[config.mk]
export PLATFORM = sky130hd
export DESIGN_NAME = urgency_priority_queue
export DESIGN_NICKNAME = d
export VERILOG_FILES = /design/src/rtl/upq_pkg.sv /design/src/rtl/urgency_priority_queue.sv
export SDC_FILE = /design/constraint.sdc
export NUM_CORES = 1
export LEC_CHECK = 0
export BUFFER_PORTS_ARGS = -buffer_cell sky130_fd_sc_hd__buf_2
export CAP_MARGIN = 20
export CORE_ASPECT_RATIO = 1.2
export CORE_MARGIN = 5
export CORE_UTILIZATION = 40
export DETAILED_ROUTE_END_ITERATION = 10
export GPL_TIMING_DRIVEN = 0
export SETUP_SLACK_MARGIN = 0.05
export SLEW_MARGIN = 20
export SYNTH_ARGS = -nofsm -noshare
export SYNTH_HDL_FRONTEND = slang
export SYNTH_SLANG_ARGS = --single-unit
[constraint.sdc]
create_clock -name clk_i -period 6.4 [get_ports clk_i]
set_input_delay 0.64 -clock clk_i [delete_from_list [all_inputs] [get_ports clk_i]]
set_output_delay 0.64 -clock clk_i [all_outputs]
set_load 0.03 [all_outputs]
[src/rtl/upq_pkg.sv]
// Package for the urgency priority queue: record layout, action and status codes,
// sequencer states and size constants.
// Used by urgency_priority_queue; depends on nothing else.
`timescale 1ns / 1ps

package upq_pkg;

  localparam int unsigned Capacity   = 16;
  localparam int unsigned MaxResults = 16;
  localparam int unsigned TicketW    = 5;

  typedef enum logic [1:0] {
    ACT_ENQ  = 2'd0,
    ACT_LIST = 2'd1,
    ACT_DEQ  = 2'd2
  } action_e;

  typedef enum logic [1:0] {
    ST_OK    = 2'd0,
    ST_FULL  = 2'd1,
    ST_EMPTY = 2'd2
  } status_e;

  // Record packing: id in the lowest bits, urgency in the highest.
  typedef struct packed {
    logic [2:0]  urgency;
    logic [1:0]  insurance;
    logic [1:0]  sex;
    logic [7:0]  age;
    logic [15:0] patient_id;
  } rec_t;

  typedef enum logic [2:0] {
    S_IDLE,
    S_SORT_RD,
    S_SORT_CMP,
    S_SORT_SWP,
    S_LIST_RD,
    S_LIST_LD,
    S_DEQ_LD,
    S_EMIT
  } state_e;

endpackage

[src/rtl/urgency_priority_queue.sv]
// Top level of the urgency priority queue: record memory, sequencer with one shared
// urgency comparator, and the output register.
// Depends on upq_pkg.
`timescale 1ns / 1ps

// Channel  Direction  Beat
// s_axis   in         tuser = action, tdata = record to enqueue
// m_axis   out        tuser = status, tdata = ticket and record, tlast = last result
//
// Enqueue writes the record and goes to the emit state; dequeue reads the head slot
// and loads it first; action 3 is taken and dropped. Sort reads both slots of a pair
// in one memory read, makes one urgency compare and up to two single-port writes for
// a swap; list then reads, loads and emits each record. Reset clears the state,
// pointers, counters and output valid; the record memory needs no clearing. A stalled
// output holds the sequencer in its emit state; the input is taken again once idle.

module urgency_priority_queue #(
  parameter int unsigned CAPACITY = upq_pkg::Capacity
) (
  input  logic        clk_i,
  input  logic        rst_ni,
  input  logic        s_axis_tvalid,
  output logic        s_axis_tready,
  // [15:0] patient_id, [23:16] age_years, [25:24] sex_code,
  // [27:26] insurance_code, [30:28] urgency, [31] zero
  input  logic [31:0] s_axis_tdata,
  // [1:0] action
  input  logic [1:0]  s_axis_tuser,
  output logic        m_axis_tvalid,
  input  logic        m_axis_tready,
  // [4:0] ticket, [20:5] out_patient_id, [28:21] out_age, [30:29] out_sex,
  // [32:31] out_insurance, [35:33] out_urgency, [39:36] zero
  output logic [39:0] m_axis_tdata,
  // [1:0] status
  output logic [1:0]  m_axis_tuser,
  output logic        m_axis_tlast
);

  localparam int unsigned IW = $clog2(CAPACITY);
  localparam int unsigned CW = $clog2(CAPACITY + 1);
  localparam int unsigned TW = upq_pkg::TicketW;

  upq_pkg::rec_t mem_q [CAPACITY];
  upq_pkg::rec_t rd_a_q, rd_b_q;
  logic          rd_en;
  logic [IW-1:0] rd_addr_a, rd_addr_b;
  logic          wr_en;
  logic [IW-1:0] wr_addr;
  upq_pkg::rec_t wr_data;

  upq_pkg::state_e state_q, state_d;
  logic [CW-1:0]   head_q, head_d, tail_q, tail_d;
  logic [CW-1:0]   i_q, i_d, j_q, j_d;
  logic [CW-1:0]   n_q, n_d, cnt_q, cnt_d;
  logic            listing_q, listing_d;

  upq_pkg::status_e st_status_q, st_status_d;
  logic [TW-1:0]    st_ticket_q, st_ticket_d;
  upq_pkg::rec_t    st_rec_q, st_rec_d;
  logic             st_last_q, st_last_d;

  logic             out_valid_q, out_valid_d;
  logic             out_load;
  upq_pkg::status_e out_status_q;
  logic [TW-1:0]    out_ticket_q;
  upq_pkg::rec_t    out_rec_q;
  logic             out_last_q;

  logic          in_fire;
  logic [CW-1:0] live, slot;
  logic [CW:0]   slot_inc, tail_inc, head_inc;

  assign s_axis_tready = (state_q == upq_pkg::S_IDLE);
  assign in_fire       = s_axis_tvalid && s_axis_tready;
  assign live          = tail_q - head_q;
  assign slot          = head_q + n_q;
  assign slot_inc      = {1'b0, slot} + (CW + 1)'(1);
  assign tail_inc      = {1'b0, tail_q} + (CW + 1)'(1);
  assign head_inc      = {1'b0, head_q} + (CW + 1)'(1);

  always_ff @(posedge clk_i) begin
    if (wr_en) begin
      mem_q[wr_addr] <= wr_data;
    end
    if (rd_en) begin
      rd_a_q <= mem_q[rd_addr_a];
      rd_b_q <= mem_q[rd_addr_b];
    end
  end

  always_comb begin
    state_d     = state_q;
    head_d      = head_q;
    tail_d      = tail_q;
    i_d         = i_q;
    j_d         = j_q;
    n_d         = n_q;
    cnt_d       = cnt_q;
    listing_d   = listing_q;
    st_status_d = st_status_q;
    st_ticket_d = st_ticket_q;
    st_rec_d    = st_rec_q;
    st_last_d   = st_last_q;
    rd_en       = 1'b0;
    rd_addr_a   = i_q[IW-1:0];
    rd_addr_b   = j_q[IW-1:0];
    wr_en       = 1'b0;
    wr_addr     = tail_q[IW-1:0];
    wr_data     = upq_pkg::rec_t'(s_axis_tdata[30:0]);
    out_load    = 1'b0;

    case (state_q)
      upq_pkg::S_IDLE: begin
        if (in_fire) begin
          st_last_d = 1'b1;
          listing_d = 1'b0;
          case (s_axis_tuser)
            upq_pkg::ACT_ENQ: begin
              state_d = upq_pkg::S_EMIT;
              if (tail_q == CW'(CAPACITY)) begin
                st_status_d = upq_pkg::ST_FULL;
                st_ticket_d = '0;
                st_rec_d    = '0;
              end else begin
                wr_en       = 1'b1;
                tail_d      = tail_q + CW'(1);
                st_status_d = upq_pkg::ST_OK;
                st_ticket_d = TW'(tail_inc);
                st_rec_d    = upq_pkg::rec_t'(s_axis_tdata[30:0]);
              end
            end
            upq_pkg::ACT_LIST: begin
              if (head_q == tail_q) begin
                state_d     = upq_pkg::S_EMIT;
                st_status_d = upq_pkg::ST_EMPTY;
                st_ticket_d = '0;
                st_rec_d    = '0;
              end else begin
                i_d   = head_q;
                j_d   = head_q + CW'(1);
                n_d   = '0;
                cnt_d = (int'(live) > upq_pkg::MaxResults) ?
                        CW'(upq_pkg::MaxResults) : live;
                state_d = (live == CW'(1)) ? upq_pkg::S_LIST_RD : upq_pkg::S_SORT_RD;
              end
            end
            upq_pkg::ACT_DEQ: begin
              if (head_q == tail_q) begin
                state_d     = upq_pkg::S_EMIT;
                st_status_d = upq_pkg::ST_EMPTY;
                st_ticket_d = '0;
                st_rec_d    = '0;
              end else begin
                rd_en       = 1'b1;
                rd_addr_a   = head_q[IW-1:0];
                head_d      = head_q + CW'(1);
                st_status_d = upq_pkg::ST_OK;
                st_ticket_d = TW'(head_inc);
                state_d     = upq_pkg::S_DEQ_LD;
              end
            end
            default: begin
              state_d = upq_pkg::S_IDLE;
            end
          endcase
        end
      end
      upq_pkg::S_SORT_RD: begin
        rd_en   = 1'b1;
        state_d = upq_pkg::S_SORT_CMP;
      end
      upq_pkg::S_SORT_CMP, upq_pkg::S_SORT_SWP: begin
        if ((state_q == upq_pkg::S_SORT_CMP) && (rd_a_q.urgency < rd_b_q.urgency)) begin
          wr_en   = 1'b1;
          wr_addr = i_q[IW-1:0];
          wr_data = rd_b_q;
          state_d = upq_pkg::S_SORT_SWP;
        end else begin
          if (state_q == upq_pkg::S_SORT_SWP) begin
            wr_en   = 1'b1;
            wr_addr = j_q[IW-1:0];
            wr_data = rd_a_q;
          end
          if ((j_q + CW'(1)) < tail_q) begin
            j_d     = j_q + CW'(1);
            state_d = upq_pkg::S_SORT_RD;
          end else if ((i_q + CW'(2)) < tail_q) begin
            i_d     = i_q + CW'(1);
            j_d     = i_q + CW'(2);
            state_d = upq_pkg::S_SORT_RD;
          end else begin
            state_d = upq_pkg::S_LIST_RD;
          end
        end
      end
      upq_pkg::S_LIST_RD: begin
        rd_en     = 1'b1;
        rd_addr_a = slot[IW-1:0];
        state_d   = upq_pkg::S_LIST_LD;
      end
      upq_pkg::S_LIST_LD: begin
        listing_d   = 1'b1;
        st_status_d = upq_pkg::ST_OK;
        st_ticket_d = TW'(slot_inc);
        st_rec_d    = rd_a_q;
        st_last_d   = ((n_q + CW'(1)) == cnt_q);
        state_d     = upq_pkg::S_EMIT;
      end
      upq_pkg::S_DEQ_LD: begin
        st_rec_d = rd_a_q;
        state_d  = upq_pkg::S_EMIT;
      end
      upq_pkg::S_EMIT: begin
        if (!out_valid_q || m_axis_tready) begin
          out_load = 1'b1;
          if (listing_q && !st_last_q) begin
            n_d     = n_q + CW'(1);
            state_d = upq_pkg::S_LIST_RD;
          end else begin
            state_d = upq_pkg::S_IDLE;
          end
        end
      end
      default: begin
        state_d = upq_pkg::S_IDLE;
      end
    endcase
  end

  assign out_valid_d = out_load || (out_valid_q && !m_axis_tready);

  always_ff @(posedge clk_i or negedge rst_ni) begin
    if (!rst_ni) begin
      state_q     <= upq_pkg::S_IDLE;
      head_q      <= '0;
      tail_q      <= '0;
      i_q         <= '0;
      j_q         <= '0;
      n_q         <= '0;
      cnt_q       <= '0;
      listing_q   <= 1'b0;
      out_valid_q <= 1'b0;
    end else begin
      state_q     <= state_d;
      head_q      <= head_d;
      tail_q      <= tail_d;
      i_q         <= i_d;
      j_q         <= j_d;
      n_q         <= n_d;
      cnt_q       <= cnt_d;
      listing_q   <= listing_d;
      out_valid_q <= out_valid_d;
    end
  end

  always_ff @(posedge clk_i) begin
    st_status_q <= st_status_d;
    st_ticket_q <= st_ticket_d;
    st_rec_q    <= st_rec_d;
    st_last_q   <= st_last_d;
    if (out_load) begin
      out_status_q <= st_status_q;
      out_ticket_q <= st_ticket_q;
      out_rec_q    <= st_rec_q;
      out_last_q   <= st_last_q;
    end
  end

  assign m_axis_tvalid = out_valid_q;
  assign m_axis_tuser  = out_status_q;
  assign m_axis_tlast  = out_last_q;
  assign m_axis_tdata  = {4'b0000, out_rec_q.urgency, out_rec_q.insurance, out_rec_q.sex,
                          out_rec_q.age, out_rec_q.patient_id, out_ticket_q};

endmodule
==> impl_results.md <==
* Postcts setup bufs at 0
* CTS root buf: clkbuf_16
* Fin crit period at 4490 ps
* Lkg Pwr at 12.2 nW
* DP Cell Count at 3,058
* Worst-path maximum fanout at 12
* Cells after Synth at approximately 1,900
* Worst-skew pair later-pin latency at between 600 and 700 ps
* Synth Warn # at 0
* Status: finished, final reports clean
* Setup CP Type: flop to flop
* CP required at 6710 ps
* Yosys top cell area share at 60.5%
* # nets final at 2,179
* Total Power at about 21 mW
* Post-route ant nets at 0
* Multiplexer share of the synthesized area at between 10% and 20%
* Num CTS Buffers at 71
* Rel. slew slack at 18.6%
* Post-Synth Simple-Gate Area at under 10%
* Max Root-Sink Buffers at 3
* Vias in the first global route at a little over 20,000
* R2R Path End: mem_q[10][10]
* Final setup viols at 0
* HP Class: primary input to asynchronous set/reset pin
* Wire per inst at 31.2 um
* Crit end category: flop
* CORE AREA at between 70,000 and 80,000 um2
* Starting density of the core at ~40%
* Unrepaired setup endpoints after global routing: no
* Synth Area per Inst at roughly 17 um2
* Initial antenna violation count at 2
* Predominant post-synthesis flop cell: edfxtp_1
* Routability Congestion at 0.853
* Max-Cap Viols at 0
* I/O pin total at 83
* Post-synth top area cell: edfxtp_1
* Vias at 19,800
* Peak supply drop at 0.272 mV
* Post-DP HPWL at 68.4 mm
* R2R Setup Slk at 1910 ps
* Clk slew on worst S/H paths at 60 ps
* Chip width at 266 um
* Gr usage total at 23.0%
* N_diodes at 0
* Most frequent cells in the layout: 636 x edfxtp_1, 191 x mux2_2, 155 x mux4_2, 106 x nand2_1, 100 x o22ai_1
* Utilization after layout at between 40% and 50%
* Netlist cell types at 70
* Gr ovfl total at 0
* Clock Skew at 21.9 ps
* Area fraction in compound gates after synthesis at 7.85%
* Largest net degree at the start of global routing at 36
* DRC Markers at 0
* Layout Cells excl Fill at between 3,000 and 4,000
* Die height at 318 um
* Reg2reg start: state_q[2]
* Htree depth at 3
* CP Data Arrival Time at 4810 ps
* DRT Wirelength at 99.6 mm
* Sequential fraction of the synthesis area at a little over three fifths
* Fmax at 223 MHz
* Core Rows at about 110
* TritonCTS sink count at 671
* FFs w/ async S/R, synth at 5.22%
* Seq cells post-synth at 671
* Die area at 84,600 um2
* Final worst-path cycle share at 70.2%
* Hold_buf cts at 0
* Layout area overhead at 16.7%
* Startpoint types: flop
* Mapped Area at 31,600 um2
* I/O Buffers at 77
* Xor/xnor share of the synthesized area at 1.05%
* Main combinational cell family by area after synthesis: multiplexers
* Post-synthesis adder-cell area fraction at 1.32%
* First-pass GRT wire length at 142 mm
* Drt initial violations at 2,505
* Hold Violations, Final at 0
* Most area-consuming cells after synthesis: edfxtp_1 61%, mux4_2 11%, mux2_2 6.8%, dfrtp_1 2.8%, o22ai_1 2.0%
* CTS tree: yes
* Power density cells at 566 nW/um2
* Number of synthesized flops with an enable pin at 636
* Slew @ Worst Pin at 1220 ps
* CTS resizes at 0
* Commonest non-fill, non-tap cell in the layout: edfxtp_1
* Slew Limit Fails at 0
* R2R depth at 11
* Layout cell share with drive strength beyond 1 at 34.3%
* Initial DRT Pass Iterations at 6
* Via/cell ratio at roughly 6.2
[worst max-delay path by stage]
stage                from            end  cells past startpoint  slack [ps]
4_1_cts        state_q[2]  mem_q[10][10]                     11        2080
6_report       state_q[2]  mem_q[10][10]                     11        1910
3_5_place_dp   state_q[2]  mem_q[10][16]                     11        2090
2_1_floorplan  state_q[0]      rd_a_q[0]                      4         500
5_1_grt            j_q[0]         j_q[1]                     11        1850
3_3_place_gp   state_q[0]      rd_a_q[8]                      4       -3830
[cells by family (layout without fill, tap and decap cells)]
logic type      Yosys count  count (layout)
compound gates          338             338
xor+xnor                 38              38
fa+ha+maj                32              32
buf+inv                 161             407
flops                   671             671
mux                     381             381
other cells               1               4
simple gates            290             290
[sequential cells by signal (all words and copies together), names as in the netlist]
| signal | count |
|---|---|
| m_axis_tdata | 31 |
| n_q | 5 |
| mem_q | 496 |
| st_status_q | 2 |
| tail_q | 5 |
| m_axis_tuser | 2 |
| st_last_q | 1 |
| cnt_q | 5 |
| st_rec_q | 31 |
| m_axis_tvalid | 1 |
| rd_a_q | 31 |
| m_axis_tlast | 1 |
| j_q | 5 |
| listing_q | 1 |
| out_ticket_q | 5 |
| state_q | 3 |
| st_ticket_q | 5 |
| i_q | 5 |
| head_q | 5 |
| rd_b_q | 31 |
[metal layers]
metal,track usage [%],vias up,wire (um)
li1,-,8176,-
met2,38.3,1151,48600
met3,4.49,236,8970
met1,29.6,10300,37900
met4,9.10,2,4160
met5,0,-,13
[critical path: stages (launching register included)]
cell and delay (ps):
dfrtp_1 460, buf_2 280, nand2b_1 130, buf_2 220, nor3_1 90, o21ai_1 620
nand2_1 530, o22a_1 400, nand2b_1 350, nor2_4 670, buf_16 230, buf_16 180
[through the flow]
step                      hold slack, ps  worst slack (ps)  cell area [um2]  TNS (ps)
final                                145              1910            36800         0
after floorplan                      344               499            31600         0
after global routing                 192              1850            36800         0
after global placement               401             -3830            33200   -285580
after CTS                            146              2080            36700         0
after detailed placement             405              2090            34500         0
[power by group]
part           switching [mW]  total (mW)  leakage [nW]  internal (mW)
clock network            1.74        4.09          1.12           2.35
logic                    6.05        9.75          4.90           3.71
registers               0.410        7.01          6.19           6.60
[synthesized netlist by cell type, types with 3 or more instances]
library cell / n
and3_1: 3
mux2i_1: 34
nor3_1: 5
a31oi_1: 6
xor2_1: 12
buf_8: 3
nor2b_1: 5
clkbuf_1: 77
buf_4: 17
a21oi_1: 57
xnor2_1: 26
nand3_1: 25
nand2_1: 106
o21a_1: 7
nor4_2: 31
o221ai_1: 3
nor2_1: 80
o21ai_0: 36
o22ai_2: 29
buf_6: 13
dfrtp_1: 35
edfxtp_1: 636
inv_1: 22
a21o_1: 6
a22o_1: 31
mux4_2: 155
buf_2: 12
buf_1: 15
o31ai_1: 5
o22ai_1: 100
mux2_2: 191
nor3b_1: 3
a22oi_1: 3
nand2b_1: 11
nand4_1: 7
o32ai_1: 3
a32o_1: 30
ha_1: 30
or3_1: 3
[cell type report]
class                           instances  area (um2)
Inverter                               23        86.3
Timing Repair Buffer                  121        1450
Clock buffer                           84        1910
Sequential cell                       671       20000
Tap cell                             1026        1280
Fill cell                            6537       41200
Multi-Input combinational cell       1083       11000
Clock inverter                         41         369
Buffer                                138         747
Note: power is estimated with default switching activity, not from simulation.
